==> config.mk <==
export PLATFORM = sky130hd
export DESIGN_NAME = spg_ctrl
export DESIGN_NICKNAME = d
export VERILOG_FILES = /design/src/hdl/spg_pkg.sv /design/src/hdl/spg_ctrl.sv
export SDC_FILE = /design/constraint.sdc
export NUM_CORES = 1
export LEC_CHECK = 0
export ABC_CLOCK_PERIOD_IN_PS = 900
export BUFFER_PORTS_ARGS = -buffer_cell sky130_fd_sc_hd__buf_2
export CORE_AREA = 2 2 39 41
export DETAILED_ROUTE_END_ITERATION = 8
export DIE_AREA = 0 0 41 43
export PLACE_DENSITY_LB_ADDON = 0.25
export SLEW_MARGIN = 10
export SYNTH_ARGS = -nofsm -noshare
export SYNTH_HDL_FRONTEND = slang
export SYNTH_SLANG_ARGS = --single-unit
==> constraint.sdc <==
create_clock -name aclk -period 0.9 [get_ports aclk]
set_input_delay 0.27 -clock aclk [delete_from_list [all_inputs] [get_ports aclk]]
set_output_delay 0.27 -clock aclk [all_outputs]
set_load 0.1 [all_outputs]
==> src/hdl/spg_pkg.sv <==
// Shared constants, codes and types of the slotted page store.
package spg_pkg;

    localparam int PAGE_BYTES = 4096;
    localparam int MAX_SLOTS  = 2048;
    localparam int HDR_BYTES  = 4;
    localparam int SLOT_BYTES = 2;

    localparam int PAGE_AW = $clog2(PAGE_BYTES);   // page byte address
    localparam int OFF_W   = PAGE_AW + 1;          // offsets up to PAGE_BYTES
    localparam int SLOT_AW = $clog2(MAX_SLOTS);    // slot directory address
    localparam int CNT_W   = SLOT_AW + 1;          // slot count up to MAX_SLOTS
    localparam int NEED_W  = OFF_W + 2;            // space check sum

    // Field widths of the request and result items
    localparam int FUNC_W  = 2;
    localparam int SIDX_W  = 11;
    localparam int BIDX_W  = 12;
    localparam int TSIZE_W = 13;
    localparam int BYTE_W  = 8;
    localparam int STAT_W  = 2;

    localparam int S_DATA_W = 48;
    localparam int M_DATA_W = 64;

    typedef enum logic [FUNC_W-1:0] {
        FUNC_CLEAR  = 2'd0,
        FUNC_INSERT = 2'd1,
        FUNC_READ   = 2'd2
    } func_t;

    typedef enum logic [STAT_W-1:0] {
        ST_OK        = 2'd0,
        ST_NO_SPACE  = 2'd1,
        ST_BAD_SLOT  = 2'd2,
        ST_OUT_RANGE = 2'd3
    } status_t;

    // Controller to datapath commands
    typedef struct packed {
        logic accept;   // latch request, read slot directory
        logic exec;     // update page state, access page bytes
        logic load;     // load the result register
    } spg_cmd_t;

endpackage

==> src/hdl/spg_ctrl.sv <==
// Sequencing state machine of the slotted page store.
module spg_ctrl (
    input  logic              aclk,
    input  logic              aresetn,
    input  logic              s_tvalid,
    output logic              s_tready,
    output logic              m_tvalid,
    input  logic              m_tready,
    output spg_pkg::spg_cmd_t cmd
);

    typedef enum logic [1:0] {
        S_IDLE,
        S_EXEC,
        S_RESP
    } state_t;

    state_t state_reg, state_next;
    logic   m_valid_reg, m_valid_next;
    logic   out_free;

    assign out_free = !m_valid_reg || m_tready;
    assign s_tready = (state_reg == S_IDLE);
    assign m_tvalid = m_valid_reg;

    always_comb begin
        state_next   = state_reg;
        m_valid_next = m_valid_reg && !m_tready;
        cmd          = '0;
        case (state_reg)
            S_IDLE: begin
                if (s_tvalid) begin
                    cmd.accept = 1'b1;
                    state_next = S_EXEC;
                end
            end
            S_EXEC: begin
                cmd.exec   = 1'b1;
                state_next = S_RESP;
            end
            S_RESP: begin
                if (out_free) begin
                    cmd.load     = 1'b1;
                    m_valid_next = 1'b1;
                    state_next   = S_IDLE;
                end
            end
            default: state_next = S_IDLE;
        endcase
    end

    always_ff @(posedge aclk) begin
        if (!aresetn) begin
            state_reg   <= S_IDLE;
            m_valid_reg <= 1'b0;
        end else begin
            state_reg   <= state_next;
            m_valid_reg <= m_valid_next;
        end
    end

endmodule

==> results.sh, run 1 <==
export IMPL_status="finished, violations left"
export IMPL_failed_checks="negative setup slack"
export IMPL_rr_worst_depth=3
export IMPL_worstPathCellList="and2b_4, buf_12"
export IMPL_die_area_mm2=0.001763
export IMPL_worst_setup_path_start_kind="register"
export IMPL_final_cell_mix="5 x buf_12, 3 x clkbuf_4, 3 x buf_2, 3 x buf_4, 2 x dfxtp_4"
export IMPL_reg2reg_setup_slack_ps=0
export IMPL_syn_inst=13
export IMPL_period_minus_slack_ps=1309
export IMPL_synth_seq_cells=3
export IMPL_port_buffers=8
export IMPL_clock_tree_buffer_depth=2
export IMPL_antenna_cells=0
export IMPL_clock_sinks=3
export IMPL_slowest_delay_ps=360
export IMPL_insertion_delay_ps=240
export IMPL_setup_viol=5
export IMPL_antenna_found_initial=0
export IMPL_clkTransAtPathRegs_ps=40
export IMPL_cp_top_family="flip-flops"
export IMPL_multi_input_area_um2=107.6
export IMPL_dpl_cell_area_um2=317.8
export IMPL_internal_power_mw=0.3935
export IMPL_cts_max_level=1
export IMPL_finClkSkew_ps=6.333
export IMPL_final_common_cell="buf_12"
export IMPL_grt_use_total_pct=6.820
export IMPL_power_leakage_nw=0.1624
export IMPL_holdCritStartpoint="aresetn"
export IMPL_io_pins=9
export IMPL_rsz0062_at_grt="true"
export IMPL_vias_per_cell=3.400
export IMPL_cts_root_buf="clkbuf_4"
export IMPL_drive_above_1_share_pct=79.31
export IMPL_maxSlewViolCount=0
export IMPL_combinationalPowerShare_pct=36.2
export IMPL_grt_pass1_vias=173
export IMPL_avgSynthCellArea_um2=10.68
export IMPL_arrival_ps=1040
export IMPL_cp_startpoint="state_reg[1]"
export IMPL_grt_pass1_wl_um=717
export IMPL_num_vias=153
export IMPL_wl_per_cell_um=8.622
export IMPL_grt_max_degree=6
export IMPL_finalNetCount=34
export IMPL_p_clk_share_pct=39.6
export IMPL_std_cell_rows=14
export IMPL_die_w_um=41
export IMPL_period_share_pct=145.4
export IMPL_cts_tree="yes"
export IMPL_yosysUniqueCellTypes=10
export IMPL_grt_ovfl_total=0
export IMPL_p_per_area_mw_per_mm2=1633
export IMPL_synth_warnings=0
export IMPL_crit_fanout=5
export IMPL_drt_total_wl_um=388
export IMPL_whs_endpoint="state_reg[1]"
export IMPL_yosysTopAreaCellShare_pct=43.24
export IMPL_drc=0
export IMPL_core_area_mm2=0.001384
export IMPL_tightest_slew_ps=200.7
export IMPL_cap_violations=0
export IMPL_seq_area_frac_synth_pct=43.24
export IMPL_ant_nets=0
export IMPL_first_iter_violations=1
export IMPL_synth_area_leader_cell="dfxtp_1"
export IMPL_tns_ps=-1804
export IMPL_syn_to_final_growth_pct=167.6
export IMPL_worstHoldPathCells=2
export IMPL_seq_area_um2=68.82
export IMPL_numCtsBuffers=3
export IMPL_crit_buf_inv=1
export IMPL_netlist_area_um2=138.9
export IMPL_design_area_um2=371.6
export IMPL_seq_power_share_pct=24.2
export IMPL_hold_class="primary input to register"
export IMPL_initial_core_util_pct=10.04
export IMPL_max_freq_mhz=764.0
export IMPL_fp_dieH_um=43
export IMPL_synth_area_leaders="dfxtp_1 43%, and4bb_1 9.0%, nand2b_1 9.0%"
export IMPL_crit_slowest_cell="dfxtp_4"
export IMPL_max_slew_margin_pct=86.61
export IMPL_reg2reg_to="state_reg[1]"
export IMPL_peakVddDrop_mv=0.5768
export IMPL_switching_share_pct=35.15
export IMPL_nFillCells=154
export IMPL_finalHoldViolCount=0
export IMPL_first_pass_iters=2
export IMPL_largest_register_ffs=2
export IMPL_synth_nets=17
export IMPL_finalWorstSetupSlack_ps=-408.8
export IMPL_place_congestion=0.6408
export IMPL_crit_path_end_kind="primary output"
export IMPL_path_class="register to primary output"
export IMPL_required_ps=630
export IMPL_holdWs_ps=272.2
export IMPL_p_total_mw=0.6067
export IMPL_rr_startpoint="m_tvalid"
export IMPL_cts_hold_buf=0
export IMPL_switchingPower_mw=0.2133
routing by layer:
layer | up-vias | track usage, % | routed length, µm
li1 | 76 | - | -
met1 | 69 | 7.051 | 169
met2 | 8 | 7.813 | 183
met3 | 0 | 7.853 | 35
met4 | 0 | 4.000 | 0
met5 | - | 0 | 0
worst register-to-register path: stages (launching register included):
cell	delay [ps]
dfxtp_4	330
buf_6	110
and4bb_1	180
o21a_1	160
logic make-up (layout without fill, tap and decap cells):
family,after synthesis,after routing,synth area share (%)
AND/OR/NAND/NOR,8,8,45.95
flip-flops,3,3,43.24
buffers and inverters,0,16,0
AO/OA/AOI/OAI,2,2,10.81
stage by stage:
step | utilization, % | setup WS, ps | instances
after floorplan | - | -580.4 | 13
after global placement | 22.97 | -234.8 | 40
after detailed placement | 22.97 | -240.7 | 40
after CTS | 26.85 | -418.7 | 45
after global routing | 26.85 | -472.1 | 45
final | 26.85 | -408.8 | 45
timing repair:
item	CTS	global route
buffers inserted	1	1
pin swaps	2	1
endpoints found under the setup margin	6	6
resized for setup	5	1
power groups by stage:
stage               sequential (mW)  combinational [mW]  clock (mW)
floorplan                     0.159               0.119           0
global placement              0.149               0.210           0
detailed placement            0.149               0.210           0
CTS                           0.147               0.221       0.254
global route                  0.148               0.227       0.278
finish                        0.147               0.220       0.240
cell type report:
type | count | area share, %
tap | 16 | 5.387
timing repair buffer | 12 | 40.07
sequential | 3 | 18.52
multi-input combinational | 10 | 28.96
clock buffer | 4 | 7.071
worst max-delay path by stage:
stage                    to  depth (start not counted)
5_1_grt              cmd[2]                          2
3_3_place_gp         cmd[0]                          3
3_5_place_dp         cmd[0]                          3
4_1_cts              cmd[1]                          2
6_report             cmd[1]                          2
2_1_floorplan  state_reg[0]                          2
synth_stat cells (all sizes together):
cell type	n
nand2b	2
and4bb	1
and2b	1
o21a	1
nor3b	1
a21boi	1
nor2	1
nor2b	1
and2	1
dfxtp	3
Power figures use the tool's default switching activity.
==> run 2: changes to the inputs <==
ABC_CLOCK_PERIOD_IN_PS = 1550   (was 900)
GPL_ROUTABILITY_DRIVEN = 0   (was default)
clock period = 1.55 ns   (was 0.9 ns; I/O delays follow)
==> results.sh, run 2 (synthesis results as in run 1) <==
export IMPL_status="finished, final reports clean"
export IMPL_peakVddDrop_mv=0.3573
export IMPL_numCtsBuffers=3
export IMPL_clock_sinks=3
export IMPL_max_slew_margin_pct=67.79
export IMPL_first_pass_iters=2
export IMPL_crit_slowest_cell="dfxtp_4"
export IMPL_arrival_ps=1050
export IMPL_max_freq_mhz=662.2
export IMPL_wl_per_cell_um=8.833
export IMPL_fp_dieH_um=43
export IMPL_post_place_ws_ps=82.62
export IMPL_finalHoldViolCount=0
export IMPL_worst_setup_path_start_kind="register"
export IMPL_final_cell_mix="4 x buf_2, 4 x buf_12, 3 x clkbuf_4"
export IMPL_port_buffers=8
export IMPL_grt_ovfl_total=0
export IMPL_ant_nets=0
export IMPL_cap_violations=0
export IMPL_period_minus_slack_ps=1510
export IMPL_antenna_cells=0
export IMPL_initial_core_util_pct=10.04
export IMPL_nFillCells=147
export IMPL_post_dp_hpwl_um=282.9
export IMPL_syn_to_final_growth_pct=137.8
export IMPL_worstPathCellList="and2b_4, buf_12"
export IMPL_vias_per_cell=3.429
export IMPL_std_cell_rows=14
export IMPL_power_leakage_nw=0.1439
export IMPL_first_iter_violations=1
export IMPL_hold_class="primary input to register"
export IMPL_clock_tree_buffer_depth=2
export IMPL_cts_max_level=1
export IMPL_largest_register_ffs=2
export IMPL_cts_tree="yes"
export IMPL_insertion_delay_ps=230
export IMPL_antenna_found_initial=0
export IMPL_grt_use_total_pct=7.214
export IMPL_rsz0062_at_grt="true"
export IMPL_seq_power_share_pct=25.0
export IMPL_switching_share_pct=35.40
export IMPL_final_util_pct=23.87
export IMPL_finalWorstSetupSlack_ps=39.80
export IMPL_maxSlewViolCount=0
export IMPL_dp_cells=37
export IMPL_period_share_pct=97.43
export IMPL_io_pins=9
export IMPL_crit_path_end_kind="primary output"
export IMPL_fin_cells=42
export IMPL_finClkSkew_ps=1.967
export IMPL_slowest_delay_ps=370
export IMPL_tns_ps=0
export IMPL_num_vias=144
export IMPL_combinationalPowerShare_pct=34.7
export IMPL_grt_pass1_vias=158
export IMPL_p_clk_share_pct=40.3
export IMPL_grt_max_degree=6
export IMPL_core_area_mm2=0.001384
export IMPL_required_ps=1080
export IMPL_path_class="register to primary output"
export IMPL_switchingPower_mw=0.1221
export IMPL_setup_viol=0
export IMPL_drc=0
export IMPL_finalNetCount=31
export IMPL_cts_hold_buf=0
export IMPL_cts_root_buf="clkbuf_4"
export IMPL_die_area_mm2=0.001763
export IMPL_die_w_um=41
export IMPL_crit_fanout=5
export IMPL_drive_above_1_share_pct=76.92
export IMPL_grt_pass1_wl_um=738
export IMPL_tightest_slew_ps=486.4
export IMPL_internal_power_mw=0.2229
export IMPL_clkTransAtPathRegs_ps=40
export IMPL_p_per_area_mw_per_mm2=1045
export IMPL_drt_total_wl_um=371
run 2: final timing paths:
kind / slack, ps / start / cells past startpoint / to
worst min register to register: 530 / m_tvalid / 2 / m_tvalid
worst max register to register: 660 / state_reg[1] / 2 / state_reg[1]
worst max-delay path: 40 / state_reg[1] / 2 / cmd[1]
worst min-delay path: 470 / aresetn / 2 / state_reg[1]
run 2: layer usage:
metal	wire length (µm)	GRT usage, %	share of wire (%)
met4	8	8.000	2.2
met5	0	0	0
met3	66	7.330	18
met2	148	7.813	40
met1	148	6.709	40
run 2: power groups by stage:
stage	Clock, mW	Sequential [mW]	Combinational, mW
after floorplan	0	0.0943	0.0700
after global placement	0	0.0888	0.115
after detailed placement	0	0.0894	0.116
after CTS	0.147	0.0895	0.118
after global routing	0.159	0.0871	0.124
final	0.139	0.0864	0.120
run 2: cell type report:
type	instances	area, µm²	area share [%]
clock buffer	4	26.28	7.955
multi-input combinational	10	107.6	32.58
sequential	3	68.82	20.83
tap	16	20.02	6.061
timing repair buffer	9	107.6	32.58
run 2: per-stage QoR:
stage               power, mW  area (µm²)  hold WS, ps
floorplan              0.1643       161.4        582.5
global placement       0.2039       281.5        503.5
detailed placement     0.2052       281.5        510.4
CTS                    0.3545       317.8        467.9
global route           0.3706       330.3        469.2
finish                 0.3451       330.3        468.5
run 2: critical path: cells and delay by family, from the launching register on:
family	cells	cell delay, ps
flip-flops	1	370
buffers and inverters	1	170
AND/OR/NAND/NOR	1	270
run 2: repair_timing:
action                                  CTS  global route
endpoints found under the setup margin    3             3
resized for setup                         3             2
setup buffers                             0             1
==> run 3: changes to the inputs <==
REMOVE_ABC_BUFFERS = 1   (was default)
==> results.sh, run 3 (synthesis results as in run 1) <==
export IMPL_power_leakage_nw=0.1353
export IMPL_final_cell_mix="4 x buf_2, 4 x buf_12, 3 x clkbuf_4"
export IMPL_path_class="register to primary output"
export IMPL_max_slew_margin_pct=68.06
export IMPL_cap_violations=0
export IMPL_switching_share_pct=35.35
export IMPL_slowest_delay_ps=340
export IMPL_largest_register_ffs=2
export IMPL_insertion_delay_ps=230
export IMPL_status="finished, final reports clean"
export IMPL_finalWorstSetupSlack_ps=43.74
export IMPL_worst_setup_path_start_kind="register"
export IMPL_crit_slowest_cell="dfxtp_2"
export IMPL_holdWs_ps=466.5
export IMPL_maxSlewViolCount=0
export IMPL_vias_per_cell=3.244
export IMPL_first_pass_iters=1
export IMPL_grt_pass1_vias=143
export IMPL_cts_max_level=1
export IMPL_max_freq_mhz=663.9
export IMPL_numCtsBuffers=3
export IMPL_fp_dieH_um=43
export IMPL_io_pins=9
export IMPL_std_cell_rows=14
export IMPL_antenna_cells=0
export IMPL_combinationalPowerShare_pct=33.6
export IMPL_die_w_um=41
export IMPL_initial_core_util_pct=10.04
export IMPL_drc=0
export IMPL_p_clk_share_pct=40.9
export IMPL_crit_path_end_kind="primary output"
export IMPL_clock_sinks=3
export IMPL_cp_top_family="flip-flops"
export IMPL_worstHoldPathCells=2
export IMPL_cts_tree="yes"
export IMPL_worstPathCellList="nor3b_4, buf_12"
export IMPL_drt_total_wl_um=339
export IMPL_drive_above_1_share_pct=68.00
export IMPL_post_cts_buffers=0
export IMPL_setup_viol=0
export IMPL_grt_max_degree=6
export IMPL_crit_cells=2
export IMPL_wl_per_cell_um=8.268
export IMPL_antenna_found_initial=0
export IMPL_finClkSkew_ps=0.1901
export IMPL_port_buffers=8
export IMPL_rsz0062_at_grt="true"
export IMPL_num_vias=133
export IMPL_hold_class="primary input to register"
export IMPL_grt_use_total_pct=5.706
export IMPL_period_share_pct=97.18
export IMPL_arrival_ps=1040
export IMPL_crit_fanout=5
export IMPL_tightest_slew_ps=482.4
export IMPL_grt_ovfl_total=0
export IMPL_p_per_area_mw_per_mm2=1108
export IMPL_peakVddDrop_mv=0.3226
export IMPL_finalNetCount=30
export IMPL_switchingPower_mw=0.1210
export IMPL_finalHoldViolCount=0
export IMPL_internal_power_mw=0.2214
export IMPL_post_dp_hpwl_um=243.5
export IMPL_period_minus_slack_ps=1506
export IMPL_tns_ps=0
export IMPL_required_ps=1080
export IMPL_post_place_ws_ps=-3.153
export IMPL_seq_power_share_pct=25.5
export IMPL_crit_buf_inv=1
export IMPL_core_area_mm2=0.001384
export IMPL_rr_worst_depth=2
export IMPL_first_iter_violations=0
export IMPL_clkTransAtPathRegs_ps=40
export IMPL_die_area_mm2=0.001763
export IMPL_grt_pass1_wl_um=593
export IMPL_ant_nets=0
export IMPL_clock_tree_buffer_depth=2
export IMPL_cts_root_buf="clkbuf_4"
export IMPL_syn_to_final_growth_pct=122.5
[run 3: cell types whose count changed in the layout (fill, tap and decap cells not counted), sizes merged]
cell	previous run	this run
buf	9	8
[run 3: path summary, 6_finish.rpt]
| check | end | startpoint | slack [ps] |
|---|---|---|---|
| max | cmd[2] | state_reg[0] | 40 |
| min | state_reg[1] | aresetn | 470 |
| max reg2reg | state_reg[1] | state_reg[1] | 660 |
| min reg2reg | m_tvalid | m_tvalid | 530 |
[run 3: what timing repair did]
item,CTS,global route
pin swaps,1,1
resized for setup,4,2
hold buffers,0,0
setup endpoints to repair,2,2
[run 3: power by group through the flow]
stage / registers, mW / logic (mW) / clock network (mW)
2_1_floorplan: 0.0918 / 0.0653 / 0
3_3_place_gp: 0.0863 / 0.111 / 0
3_5_place_dp: 0.0865 / 0.111 / 0
4_1_cts: 0.0862 / 0.114 / 0.149
5_1_grt: 0.0882 / 0.119 / 0.157
6_report: 0.0875 / 0.115 / 0.140
[run 3: layout make-up]
| class | count | area, µm² |
|---|---|---|
| multi-input cells | 10 | 100.1 |
| well taps | 16 | 20.02 |
| repair buffers | 8 | 100.1 |
| flip-flops and latches | 3 | 62.56 |
| fillers | 157 | 1075 |
| clock buffers | 4 | 26.28 |
[run 3: routing by layer]
metal  vias up  global-route usage (%)  share of wire, %
met2        10                   5.625                38
met4         0                   4.000                 0
li1         68                       -                 -
met5         -                       0                 0
met3         0                   6.806                14
met1        55                   6.369                47
[run 3: per-stage QoR]
| stage | total power, mW | cell area [µm²] | utilization (%) | std cells |
|---|---|---|---|---|
| 6_report | 0.3424 | 309.0 | 22.33 | 41 |
| 4_1_cts | 0.3496 | 301.5 | 21.79 | 41 |
| 3_5_place_dp | 0.1973 | 259.0 | 18.72 | 37 |
| 3_3_place_gp | 0.1969 | 259.0 | 18.72 | 37 |
| 2_1_floorplan | 0.1571 | 138.9 | - | 13 |
| 5_1_grt | 0.3643 | 309.0 | 22.33 | 41 |
